[src/hdl/rbs_pkg.sv]
`default_nettype none

package rbs_pkg;

  localparam int NRANKS    = 64;
  localparam int PEND_W    = 64;
  localparam int TICK_W    = 32;
  localparam int CNT_W     = 7;
  localparam int RANK_W    = 8;
  localparam int QDEPTH    = 64;
  localparam int QA_W      = $clog2(QDEPTH);
  localparam int PCNT_W    = $clog2(QDEPTH + 1);
  localparam int SWEEP_W   = 8;
  localparam int SWEEP_N   = PEND_W / SWEEP_W;
  localparam int SWEEP_IW  = $clog2(SWEEP_N);
  localparam int CFG_IDX_W = 2;

  localparam logic [PEND_W-1:0] RANK_SPACE =
    (NRANKS >= PEND_W) ? {PEND_W{1'b1}} : ((PEND_W'(1) << NRANKS) - PEND_W'(1));

  localparam logic [CFG_IDX_W-1:0] CFG_MASK    = CFG_IDX_W'(0);
  localparam logic [CFG_IDX_W-1:0] CFG_TIMEOUT = CFG_IDX_W'(1);

  typedef enum logic [1:0] {
    FN_ENTER = 2'd0,
    FN_EXIT  = 2'd1,
    FN_TICK  = 2'd2,
    FN_ABORT = 2'd3
  } func_t;

  typedef enum logic [2:0] {
    K_OK    = 3'd0,
    K_ERR   = 3'd1,
    K_REJ   = 3'd2,
    K_AFTER = 3'd3,
    K_TMO   = 3'd4
  } kind_t;

  typedef enum logic [1:0] {
    ST_IDLE,
    ST_CNT,
    ST_RD,
    ST_WT
  } state_t;

  typedef struct packed {
    func_t             func;
    logic [RANK_W-1:0] rank;
  } in_t;

  typedef struct packed {
    kind_t             kind;
    logic [RANK_W-1:0] who;
    logic [PEND_W-1:0] pending_mask;
    logic [CNT_W-1:0]  pending_count;
    logic [CNT_W-1:0]  total_count;
    logic              last;
  } out_t;

  typedef struct packed {
    logic in_take;
    logic cfg_take;
    logic sweep;
    logic rd;
    logic pop;
  } cmd_t;

  typedef struct packed {
    logic need_drain;
    logic out_free;
    logic sweep_done;
    logic last_park;
  } stat_t;

  function automatic logic [3:0] popcount8(input logic [SWEEP_W-1:0] v);
    logic [3:0] n;
    n = '0;
    for (int i = 0; i < SWEEP_W; i++) begin
      n = n + 4'(v[i]);
    end
    return n;
  endfunction

endpackage

`default_nettype wire

[src/hdl/rank_barrier_sync.sv]
// channel | dir | handshake              | beat
// in      | in  | in_valid / in_ready    | in_data (func, rank)
// out     | out | out_valid / out_ready  | out_data (kind, who, masks, counts, last)
// cfg     | in  | cfg_valid / cfg_ready  | cfg_index, cfg_data
//
// enter, tick and timeout writes are taken in the idle state; each result sits in one output register
// each released rank is a queue ram read, then the output load once the output register is free
// a participant mask write runs a popcount sweep over 8-bit slices with both ready lines low
// rst_n is synchronous, active low; no clearing pass, the queue is only read once written
// a beat waiting in the output register holds off every input beat until it is taken
`default_nettype none

module rank_barrier_sync
  import rbs_pkg::*;
(
  input  wire logic                 clk,
  input  wire logic                 rst_n,
  input  wire logic                 in_valid,
  output logic                      in_ready,
  input  wire in_t                  in_data,
  output logic                      out_valid,
  input  wire logic                 out_ready,
  output out_t                      out_data,
  input  wire logic                 cfg_valid,
  output logic                      cfg_ready,
  input  wire logic [CFG_IDX_W-1:0] cfg_index,
  input  wire logic [PEND_W-1:0]    cfg_data
);

  cmd_t  cmd;
  stat_t st;

  rbs_ctrl u_ctrl (
    .clk       (clk),
    .rst_n     (rst_n),
    .in_valid  (in_valid),
    .in_ready  (in_ready),
    .cfg_valid (cfg_valid),
    .cfg_ready (cfg_ready),
    .cfg_index (cfg_index),
    .st        (st),
    .cmd       (cmd)
  );

  rbs_dp u_dp (
    .clk       (clk),
    .rst_n     (rst_n),
    .in_data   (in_data),
    .cfg_index (cfg_index),
    .cfg_data  (cfg_data),
    .out_ready (out_ready),
    .out_valid (out_valid),
    .out_data  (out_data),
    .cmd       (cmd),
    .st        (st)
  );

endmodule

`default_nettype wire

[src/hdl/rbs_ram.sv]
`default_nettype none

module rbs_ram #(
  parameter int WIDTH = 8,
  parameter int DEPTH = 64
) (
  input  wire logic                     clk,
  input  wire logic                     wr_en,
  input  wire logic [$clog2(DEPTH)-1:0] wr_addr,
  input  wire logic [WIDTH-1:0]         wr_data,
  input  wire logic                     rd_en,
  input  wire logic [$clog2(DEPTH)-1:0] rd_addr,
  output logic      [WIDTH-1:0]         rd_data
);

  logic [WIDTH-1:0] mem_r [DEPTH];
  logic [WIDTH-1:0] rd_data_r;

  always_ff @(posedge clk) begin
    if (wr_en) begin
      mem_r[wr_addr] <= wr_data;
    end
    if (rd_en) begin
      rd_data_r <= mem_r[rd_addr];
    end
  end

  assign rd_data = rd_data_r;

endmodule

`default_nettype wire

[src/hdl/rbs_ctrl.sv]
`default_nettype none

module rbs_ctrl
  import rbs_pkg::*;
(
  input  wire logic                 clk,
  input  wire logic                 rst_n,
  input  wire logic                 in_valid,
  output logic                      in_ready,
  input  wire logic                 cfg_valid,
  output logic                      cfg_ready,
  input  wire logic [CFG_IDX_W-1:0] cfg_index,
  input  wire stat_t                st,
  output cmd_t                      cmd
);

  state_t state_r, state_nxt;

  always_ff @(posedge clk) begin
    if (!rst_n) begin
      state_r <= ST_IDLE;
    end else begin
      state_r <= state_nxt;
    end
  end

  always_comb begin
    state_nxt = state_r;
    unique case (state_r)
      ST_IDLE: begin
        if (cmd.cfg_take && cfg_index == CFG_MASK) begin
          state_nxt = ST_CNT;
        end else if (cmd.in_take && st.need_drain) begin
          state_nxt = ST_RD;
        end
      end
      ST_CNT: begin
        if (st.sweep_done) begin
          state_nxt = ST_IDLE;
        end
      end
      ST_RD: begin
        state_nxt = ST_WT;
      end
      ST_WT: begin
        if (st.out_free) begin
          state_nxt = st.last_park ? ST_IDLE : ST_RD;
        end
      end
      default: state_nxt = ST_IDLE;
    endcase
  end

  always_comb begin
    cfg_ready = 1'b0;
    in_ready  = 1'b0;
    cmd       = '0;
    unique case (state_r)
      ST_IDLE: begin
        cfg_ready    = 1'b1;
        in_ready     = st.out_free && !cfg_valid;
        cmd.cfg_take = cfg_valid;
        cmd.in_take  = in_valid && st.out_free && !cfg_valid;
      end
      ST_CNT: begin
        cmd.sweep = 1'b1;
      end
      ST_RD: begin
        cmd.rd = 1'b1;
      end
      ST_WT: begin
        cmd.pop = st.out_free;
      end
      default: begin
        cmd = '0;
      end
    endcase
  end

`ifndef SYNTHESIS
  a_drain_enters_read: assert property (@(posedge clk) disable iff (!rst_n)
    (state_r == ST_IDLE && cmd.in_take && st.need_drain) |=> cmd.rd)
    else $error("drain did not start with a queue read");
  a_no_take_busy: assert property (@(posedge clk) disable iff (!rst_n)
    (cmd.in_take || cmd.cfg_take) |-> state_r == ST_IDLE)
    else $error("beat taken while busy");
  a_sweep_blocks: assert property (@(posedge clk) disable iff (!rst_n)
    (state_r == ST_CNT) |-> (!in_ready && !cfg_ready))
    else $error("ready raised during the count sweep");
`endif

endmodule

`default_nettype wire

[src/hdl/rbs_dp.sv]
`default_nettype none

module rbs_dp
  import rbs_pkg::*;
(
  input  wire logic                 clk,
  input  wire logic                 rst_n,
  input  wire in_t                  in_data,
  input  wire logic [CFG_IDX_W-1:0] cfg_index,
  input  wire logic [PEND_W-1:0]    cfg_data,
  input  wire logic                 out_ready,
  output logic                      out_valid,
  output out_t                      out_data,
  input  wire cmd_t                 cmd,
  output stat_t                     st
);

  logic [PEND_W-1:0]   pend_r, pend_nxt;
  logic [CNT_W-1:0]    pcnt_r, pcnt_nxt;
  logic [CNT_W-1:0]    total_r, total_nxt;
  logic [CNT_W-1:0]    ent_r, ent_nxt;
  logic                exited_r, exited_nxt;
  logic [TICK_W-1:0]   ticks_r, ticks_nxt;
  logic                run_r, run_nxt;
  logic [TICK_W-1:0]   timeout_r, timeout_nxt;
  logic [QA_W-1:0]     head_r, head_nxt;
  logic [PCNT_W-1:0]   qcnt_r, qcnt_nxt;
  logic                rel_err_r, rel_err_nxt;
  logic [SWEEP_IW-1:0] sweep_r, sweep_nxt;
  logic                out_valid_r, out_valid_nxt;
  out_t                out_r, out_nxt;

  logic                q_we;
  logic [QA_W-1:0]     q_rdata;
  logic                rank_ok;
  logic                need_drain;
  logic [CNT_W-1:0]    ent_inc;
  logic [TICK_W-1:0]   tick_dec;
  logic [CNT_W-1:0]    sweep_sum;

  assign rank_ok  = (in_data.rank < RANK_W'(NRANKS)) && pend_r[in_data.rank[QA_W-1:0]];
  assign ent_inc  = (ent_r == CNT_W'(QDEPTH)) ? ent_r : ent_r + CNT_W'(1);
  assign tick_dec = (ticks_r != '0) ? ticks_r - TICK_W'(1) : ticks_r;
  assign sweep_sum = pcnt_r + CNT_W'(popcount8(pend_r[sweep_r*SWEEP_W +: SWEEP_W]));

  assign st.need_drain = need_drain;
  assign st.out_free   = !out_valid_r || out_ready;
  assign st.sweep_done = (sweep_r == SWEEP_IW'(SWEEP_N - 1));
  assign st.last_park  = (qcnt_r == PCNT_W'(1));

  always_comb begin
    need_drain = 1'b0;
    unique case (in_data.func)
      FN_ENTER: need_drain = rank_ok && !exited_r && (ent_inc == total_r);
      FN_EXIT:  need_drain = (qcnt_r != '0);
      FN_TICK:  need_drain = 1'b0;
      FN_ABORT: need_drain = (qcnt_r != '0);
      default:  need_drain = 1'b0;
    endcase
  end

  always_comb begin
    pend_nxt      = pend_r;
    pcnt_nxt      = pcnt_r;
    total_nxt     = total_r;
    ent_nxt       = ent_r;
    exited_nxt    = exited_r;
    ticks_nxt     = ticks_r;
    run_nxt       = run_r;
    timeout_nxt   = timeout_r;
    head_nxt      = head_r;
    qcnt_nxt      = qcnt_r;
    rel_err_nxt   = rel_err_r;
    sweep_nxt     = sweep_r;
    out_nxt       = out_r;
    out_valid_nxt = out_valid_r && !out_ready;
    q_we          = 1'b0;

    if (cmd.cfg_take) begin
      unique case (cfg_index)
        CFG_MASK: begin
          pend_nxt   = cfg_data & RANK_SPACE;
          pcnt_nxt   = '0;
          ent_nxt    = '0;
          head_nxt   = '0;
          qcnt_nxt   = '0;
          exited_nxt = 1'b0;
          ticks_nxt  = '0;
          run_nxt    = 1'b0;
          sweep_nxt  = '0;
        end
        CFG_TIMEOUT: timeout_nxt = cfg_data[TICK_W-1:0];
        default: ;
      endcase
    end

    if (cmd.sweep) begin
      pcnt_nxt  = sweep_sum;
      sweep_nxt = sweep_r + SWEEP_IW'(1);
      if (st.sweep_done) begin
        total_nxt = sweep_sum;
      end
    end

    if (cmd.in_take) begin
      out_nxt.who           = in_data.rank;
      out_nxt.pending_mask  = pend_r;
      out_nxt.pending_count = pcnt_r;
      out_nxt.total_count   = total_r;
      out_nxt.last          = 1'b1;
      out_nxt.kind          = K_REJ;
      unique case (in_data.func)
        FN_ENTER: begin
          if (!rank_ok) begin
            out_valid_nxt = 1'b1;
          end else begin
            pend_nxt = pend_r & ~(PEND_W'(1) << in_data.rank[QA_W-1:0]);
            pcnt_nxt = pcnt_r - CNT_W'(1);
            ent_nxt  = ent_inc;
            if (exited_r) begin
              out_nxt.kind          = K_AFTER;
              out_nxt.pending_mask  = pend_nxt;
              out_nxt.pending_count = pcnt_nxt;
              out_valid_nxt         = 1'b1;
            end else begin
              if (qcnt_r != PCNT_W'(QDEPTH)) begin
                q_we     = 1'b1;
                qcnt_nxt = qcnt_r + PCNT_W'(1);
              end
              if (ent_inc == total_r) begin
                rel_err_nxt = 1'b0;
                run_nxt     = 1'b0;
                ticks_nxt   = '0;
              end else if (ent_inc == CNT_W'(1) && timeout_r != '0) begin
                ticks_nxt = timeout_r;
                run_nxt   = 1'b1;
              end
            end
          end
        end
        FN_EXIT: begin
          exited_nxt  = 1'b1;
          rel_err_nxt = 1'b1;
        end
        FN_TICK: begin
          if (run_r) begin
            ticks_nxt = tick_dec;
            if (tick_dec == '0) begin
              run_nxt       = 1'b0;
              out_nxt.kind  = K_TMO;
              out_nxt.who   = '0;
              out_valid_nxt = 1'b1;
            end
          end
        end
        FN_ABORT: begin
          rel_err_nxt = 1'b1;
          run_nxt     = 1'b0;
          ticks_nxt   = '0;
        end
        default: ;
      endcase
    end

    if (cmd.pop) begin
      out_nxt.kind          = rel_err_r ? K_ERR : K_OK;
      out_nxt.who           = RANK_W'(q_rdata);
      out_nxt.pending_mask  = pend_r;
      out_nxt.pending_count = pcnt_r;
      out_nxt.total_count   = total_r;
      out_nxt.last          = (qcnt_r == PCNT_W'(1));
      out_valid_nxt         = 1'b1;
      head_nxt              = head_r + QA_W'(1);
      qcnt_nxt              = qcnt_r - PCNT_W'(1);
    end
  end

  always_ff @(posedge clk) begin
    if (!rst_n) begin
      pend_r      <= '0;
      pcnt_r      <= '0;
      total_r     <= '0;
      ent_r       <= '0;
      exited_r    <= 1'b0;
      ticks_r     <= '0;
      run_r       <= 1'b0;
      timeout_r   <= '0;
      head_r      <= '0;
      qcnt_r      <= '0;
      sweep_r     <= '0;
      out_valid_r <= 1'b0;
    end else begin
      pend_r      <= pend_nxt;
      pcnt_r      <= pcnt_nxt;
      total_r     <= total_nxt;
      ent_r       <= ent_nxt;
      exited_r    <= exited_nxt;
      ticks_r     <= ticks_nxt;
      run_r       <= run_nxt;
      timeout_r   <= timeout_nxt;
      head_r      <= head_nxt;
      qcnt_r      <= qcnt_nxt;
      sweep_r     <= sweep_nxt;
      out_valid_r <= out_valid_nxt;
    end
  end

  always_ff @(posedge clk) begin
    rel_err_r <= rel_err_nxt;
    out_r     <= out_nxt;
  end

  // parked rank queue
  rbs_ram #(
    .WIDTH (QA_W),
    .DEPTH (QDEPTH)
  ) u_queue (
    .clk     (clk),
    .wr_en   (q_we),
    .wr_addr (head_r + qcnt_r[QA_W-1:0]),
    .wr_data (in_data.rank[QA_W-1:0]),
    .rd_en   (cmd.rd),
    .rd_addr (head_r),
    .rd_data (q_rdata)
  );

  assign out_valid = out_valid_r;
  assign out_data  = out_r;

`ifndef SYNTHESIS
  a_timer_nonzero: assert property (@(posedge clk) disable iff (!rst_n)
    run_r |-> ticks_r != '0)
    else $error("timer running with no ticks left");
  a_queue_bound: assert property (@(posedge clk) disable iff (!rst_n)
    qcnt_r <= PCNT_W'(QDEPTH))
    else $error("parked queue overfilled");
  a_pop_shows_beat: assert property (@(posedge clk) disable iff (!rst_n)
    cmd.pop |=> out_valid_r)
    else $error("released rank did not reach the output");
`endif

endmodule

`default_nettype wire

[config.mk]
export PLATFORM = sky130hd
export DESIGN_NAME = rank_barrier_sync
export DESIGN_NICKNAME = d
export VERILOG_FILES = /design/src/hdl/rbs_pkg.sv /design/src/hdl/rank_barrier_sync.sv /design/src/hdl/rbs_ram.sv /design/src/hdl/rbs_ctrl.sv /design/src/hdl/rbs_dp.sv
export SDC_FILE = /design/constraint.sdc
export NUM_CORES = 1
export LEC_CHECK = 0
export BUFFER_PORTS_ARGS = -buffer_cell sky130_fd_sc_hd__buf_4
export CAP_MARGIN = 20
export CORE_UTILIZATION = 38
export CTS_CLUSTER_DIAMETER = 200
export DETAILED_ROUTE_END_ITERATION = 10
export MAX_ROUTING_LAYER = met4
export SYNTH_ARGS = -nofsm -noshare
export SYNTH_HDL_FRONTEND = slang
export SYNTH_HIERARCHICAL = 1
export SYNTH_SLANG_ARGS = --single-unit
[constraint.sdc]
create_clock -name clk -period 10.9 [get_ports clk]
set_input_delay 1.09 -clock clk [delete_from_list [all_inputs] [get_ports clk]]
set_output_delay 1.09 -clock clk [all_outputs]
set_load 0.02 [all_outputs]
Word-level counts from Yosys, hierarchy flattened

Memories as Yosys holds them, arrays and structs flattened. A register that Yosys moved wholly into a read port is not among the register bits.
Cells that the tools add are included.

Word-level logic and storage cells: 198
Memories kept: 1
Bits in registers: 261
Input port bits: 81
RAM bits: 384
Output and inout bits: 93

Memory list:

| name               | words | bits a word | read ports | clocked after Yosys merged registers in | wr ports | line          | RTL |
|---|---|---|---|---|---|---|---|
| u_dp.u_queue.mem_r | 64    | 6           | 1          | 1                                       | 1        | rbs_ram.sv:16 | `logic [WIDTH-1:0] mem_r [DEPTH];` |

Shift-type cells: 2
Reduce and logical (&&, ||, !) cells: 35
Equal/unequal tests: 19
Muxes and demuxes: 100
Magnitude comparators: 2
Bitwise logic cells: 2
Add/sub/neg operators: 16

Operators by type and width:

| kind                                                 | number |
|---|---|
| 2-to-1 mux 64 bit                                    | 5 |
| 2-to-1 mux 32 bit                                    | 9 |
| 2-to-1 mux 71 bit                                    | 3 |
| 2-to-1 mux 90 bit                                    | 2 |
| 2-to-1 mux 7 bit                                     | 20 |
| case mux 32 bit (3 select lines)                     | 1 |
| AND 64 bit                                           | 1 |
| NOT 64 bit                                           | 1 |
| nonzero test 32 bit                                  | 2 |
| variable part select 64 x 7 -> 8 bit                 | 1 |
| left shift 1 x 6 -> 64 bit (first input constant)    | 1 |
| 2-to-1 mux 1 bit                                     | 37 |
| zero test 32 bit                                     | 1 |
| subtractor 32 x 1 -> 32 bit (second input constant)  | 1 |
| adder 4 x 1 -> 4 bit                                 | 6 |
| 2-to-1 mux 11 bit                                    | 2 |
| 2-to-1 mux 6 bit                                     | 3 |
| adder 7 x 1 -> 7 bit (second input constant)         | 2 |
| equality test 7 x 1 -> 1 bit (second input constant) | 2 |
| subtractor 7 x 1 -> 7 bit (second input constant)    | 2 |
| 2-to-1 mux 2 bit                                     | 6 |
| 2-to-1 mux 3 bit                                     | 4 |
| nonzero test 2 bit                                   | 6 |
| logical AND 1 bit                                    | 10 |
| 30 further kinds                                     | 48 |

Logic depth before layout (Yosys ltp)

Depth in word-level cells: 13
Depth in mapped cells: 18
Mapped depth without buffers: 16

Cells and area by module

Netlist, hierarchy kept.

By module, submodules not included:

| module   | times used | cells an instance | area an instance (µm²) |
|---|---|---|---|
| rbs_ram  | 1          | 720               | 15289.7 |
| rbs_dp   | 1          | 1722              | 14640.3 |
| rbs_ctrl | 1          | 19                | 158.9 |

Worst setup path after synthesis

OpenSTA, ideal clock, no wires.

Kind: input-to-reg
Start: input out_ready
End: register u_dp.out_r, in the netlist u_dp/out_data[0] (enable)
Stages: 7
Data arrival time: 4.846 ns
Slack: 5.567 ns
Cells stage by stage: nand2b_1 nor4b_4 and2_1 clkbuf_1 nor2_1 inv_1 clkbuf_1

RTL lines:

| item                 | line                    | RTL |
|---|---|---|
| from (decl)          | rank_barrier_sync.sv:22 | `input wire logic out_ready,` |
| to (signal assigned) | rbs_dp.sv:210           | `out_r <= out_nxt;` |
| to (decl)            | rbs_dp.sv:31            | `out_t out_r, out_nxt;` |

Worst setup path after layout

Start: input in_data[0] (netlist bit)
End: memory u_dp/u_queue/mem_r[61][3] (netlist bit) (enable)

Cells in the longest elaborated chain, start to end: 8
Elaborated cells on any way between the ends: 9
Those cells by class: order compare: 1; mux: 7; reduce/logical: 1

Ends and longest elaborated chain:

| item                                     | line                    | RTL |
|---|---|---|
| from (decl)                              | rank_barrier_sync.sv:20 | `input wire in_t in_data,` |
| binary-select mux 1 bit (select 6 bit)   | rbs_dp.sv:41            | `assign rank_ok = (in_data.rank < RANK_W'(NRANKS)) && pend_r[in_data.rank[QA_W-1:0]];` |
| 2-to-1 mux 1 bit (not written as such)   | rbs_dp.sv:41            |  |
| logical AND 1 bit *                      | rbs_dp.sv:41            |  |
| 2-to-1 mux 1 bit *                       | rbs_dp.sv:114           | `if (!rank_ok) begin` |
| 2-to-1 mux 1 bit *                       | rbs_dp.sv:112           | `unique case (in_data.func)` |
| 2-to-1 mux 1 bit *                       | rbs_dp.sv:105           | `if (cmd.in_take) begin` |
| named net u_dp.q_we                      | rbs_dp.sv:33            | `logic q_we;` |
| 2-to-1 mux 1 bit *                       | rbs_ram.sv:20           | `if (wr_en) begin` |
| 2-to-1 mux 1 bit (not written as such) * | rbs_ram.sv:21           | `mem_r[wr_addr] <= wr_data;` |
| to (decl)                                | rbs_ram.sv:16           |  |

The timed path passes the listed nets; every way through them passes the cells marked *. The select of a mux whose other input is x is not followed.

==> results.toml <==
[timing]
worstMarginPinSlew_ps = 1180
hold_viol_final = 0
skew_ps = 34.7
tns_ps = 0
finalMaxSlewViolations = 0
min_period_ps = 5260
rsz0062_at_grt = "false"
fmax_ghz = 0.190
finalSetupViolCount = 0
maxSlewHeadroom_pct = 21.0
period_share_pct = 48.2

[pwr]
fin_total_pwr_mw = 5.43
p_per_area_mw_per_mm2 = 157
power.leakage_nw = 11.5
ir_drop_uv = 118

[yosys]
seq_area_frac_synth_pct = 59.2
synth_cell_types = 93
ys_seq_elements = 651
yosys_warnings = 6
synthArstFlopShare_pct = 0
synth-main-ff-cell = "edfxtp_1"
syn_area_sq_mm = 0.0301
syn_nets = 2571
syn_inst = 2461
synth.avg_cell_area_sq_um = 12.2
synth_edf_count = 479

[final_layout]
drive_gt1_share_pct = 18.5
regArea_sq_mm = 0.0178
multi_input_area_sq_mm = 0.0113
nets = 2683
fill_cells = 7087
syn2layout_area_growth_pct = 14.9

[critical_path]
cp_cell_sequence = "buf_4, mux4_2, nor2_1, or4_1, o21bai_2, nand4_2, a311oi_2, nand3_1, nor2_1"
cp.required_ps = 11140
crit_type = "in -> reg"
cpMaxStageDelayCell = "a311oi_2"
cp_top_family = "simple AND/OR/NAND/NOR gates"
arrival_ps = 5490
critPathLaunchType = "input pin"
slowest_delay_ps = 890
worst-path-buf-inv = 1
worstPathMaxFanout = 37
crit_top_cell = "nor2_1"
cp-end-kind = "flop"

[job]
cap_violations = 0

[clock_network]
clock_latency_ps = 630
clockBufferDepth = 3
cts-root-buf = "clkbuf_16"
cts_buffers = 73
cts.sinks = 651
htreeDepth = 3
clk_pin_slew_ps = 60
ctsHoldBuffers = 0
cts_resized = 0
cts_setup_buffers = 0
tritoncts = "built"

[detailed_routing]
routed_wl_um = 91400
routedWlPerCell_um = 24.9
antenna_left = 0
drc_errors = 0
vias_per_cell = 5.91
first_pass_iters = 6
vias = 21700
drtIter0Drc = 2706

[global_routing]
overflow = 0
grt_pass1_vias = 20900
grt_usage_pct = 22.9
grt_pass1_wl_um = 136000
antenna_found_initial = 2
grt_max_degree = 83

[floorplanning]
initial_utilization_pct = 38.6
die_area_sq_mm = 0.0803
die_h_um = 283
num_rows = 102
die_w_um = 283
core_sq_mm = 0.0778
io_pins = 174

[min_path]
hold_class = "reg -> reg"

[place]
portBuffers = 173
place_congestion = 0.945
hpwl_um = 61800

[status]
status = "complete, no violations"
synth_stat cells, drive strengths merged, types with 5 or more instances:
cell type | number | area share, %
nand3 | 50 | 0.83
nand2b | 21 | 0.44
a211oi | 15 | 0.39
xor2 | 13 | 0.38
a221oi | 10 | 0.29
nor3 | 42 | 0.81
or2 | 11 | 0.23
nor4 | 24 | 0.62
mux2 | 20 | 0.75
edfxtp | 479 | 48
o22a | 6 | 0.17
mux2i | 60 | 2.0
ha | 23 | 0.96
fa | 6 | 0.40
dfxtp | 172 | 11
and3 | 7 | 0.15
o2bb2ai | 5 | 0.15
o211ai | 5 | 0.12
inv | 38 | 0.47
a221o | 7 | 0.23
o21ai | 138 | 2.3
a31oi | 12 | 0.25
and2 | 28 | 0.58
nor2b | 26 | 0.54
nand4 | 16 | 0.35
xnor2 | 21 | 0.61
o22ai | 16 | 0.33
or4 | 5 | 0.12
nor2 | 167 | 2.1
a22o | 10 | 0.29
nor3b | 7 | 0.17
a21oi | 292 | 4.9
nor4b | 6 | 0.22
buf | 55 | 1.2
o221ai | 15 | 0.44
a22oi | 20 | 0.52
nand2 | 278 | 3.5
clkbuf | 114 | 1.4
o31ai | 9 | 0.22
or3 | 26 | 0.57
mux4 | 115 | 8.7
nand3b | 10 | 0.25
kinds of logic (layout without fill, tap and decap cells):
| logic type | count (synthesis) | in the layout | share of synthesized area (%) |
|---|---|---|---|
| simple gates | 740 | 740 | 11.9 |
| flops | 651 | 651 | 59.2 |
| compound gates | 604 | 604 | 11.9 |
| buf+inv | 208 | 378 | 3.16 |
| mux | 195 | 195 | 11.4 |
| xor+xnor | 34 | 34 | 0.990 |
| fa+ha+maj | 29 | 29 | 1.36 |
| other cells | 0 | 3 | 0 |
path summary, 6_finish.rpt:
check	endpoint	startpoint	cells past startpoint	slack, ps
worst max-delay path	u_dp/u_queue/mem_r[61][3]	in_data[0]	9	5640
worst min-delay path	u_dp/timeout_r[6]	u_dp/timeout_r[6]	2	480
worst max register to register	u_dp/pcnt_r[6]	u_dp/sweep_r[0]	17	5850
worst min register to register	u_dp/timeout_r[6]	u_dp/timeout_r[6]	2	480
layout by cell type, fill, tap and decap left out, types with 26 or more instances in the layout:
master,instances
a21oi_1,291
and2_1,27
buf_4,205
clkbuf_16,74
dfxtp_1,169
edfxtp_1,479
inv_1,36
mux2i_1,60
mux4_2,109
nand2_1,278
nand3_1,50
nor2_1,162
nor2b_1,26
nor3_1,38
o21ai_0,122
registers in the layout, summed over array words and instances, names as in the netlist, 6 cells and up:
register              flops
u_dp/total_r              7
u_dp/ent_r                7
u_dp/out_data            90
u_dp/qcnt_r               7
u_dp/pcnt_r               7
u_dp/u_queue/mem_r      384
u_dp/head_r               6
u_dp/pend_r              64
u_dp/ticks_r             32
u_dp/u_queue/rd_data      6
u_dp/timeout_r           32
layout make-up:
class	instances	share of cell area, %
antenna	3	0.0217
clock buffer	86	5.49
clock inverter	47	1.37
inverter	39	0.445
multi-input combinational	1602	32.8
sequential	651	51.6
tap	1040	3.77
timing repair buffer	206	4.50
where the power goes:
part           internal (mW)  switching, mW
Clock                   1.42           1.02
Combinational         0.0910          0.193
Sequential              2.68         0.0291
metal layers:
layer	part of all wire (%)	wire length [um]	GRT usage, %
met2	48	44100	36.3
met1	41	37600	30.1
met4	3.5	3160	8.08
met3	7.2	6620	3.23
met5	0	0	-
through the flow:
step	instance area [sq um]	std cells	hold WS, ps	worst slack (ps)	utilization [%]
floorplan	30100	2461	444	5570	-
finish	34600	3674	484	5640	44.4
CTS	34600	3671	480	5710	44.4
global route	34600	3672	511	5490	44.4
detailed placement	32200	3538	473	5060	41.3
global placement	32200	3536	464	5210	41.3
tightest hold or removal path: stages, from the launching register on:
cell	delay (ps)
dfxtp_1	330
nand2_1	60
a21oi_1	50
No activity file was read; power rests on OpenSTA's default activity.
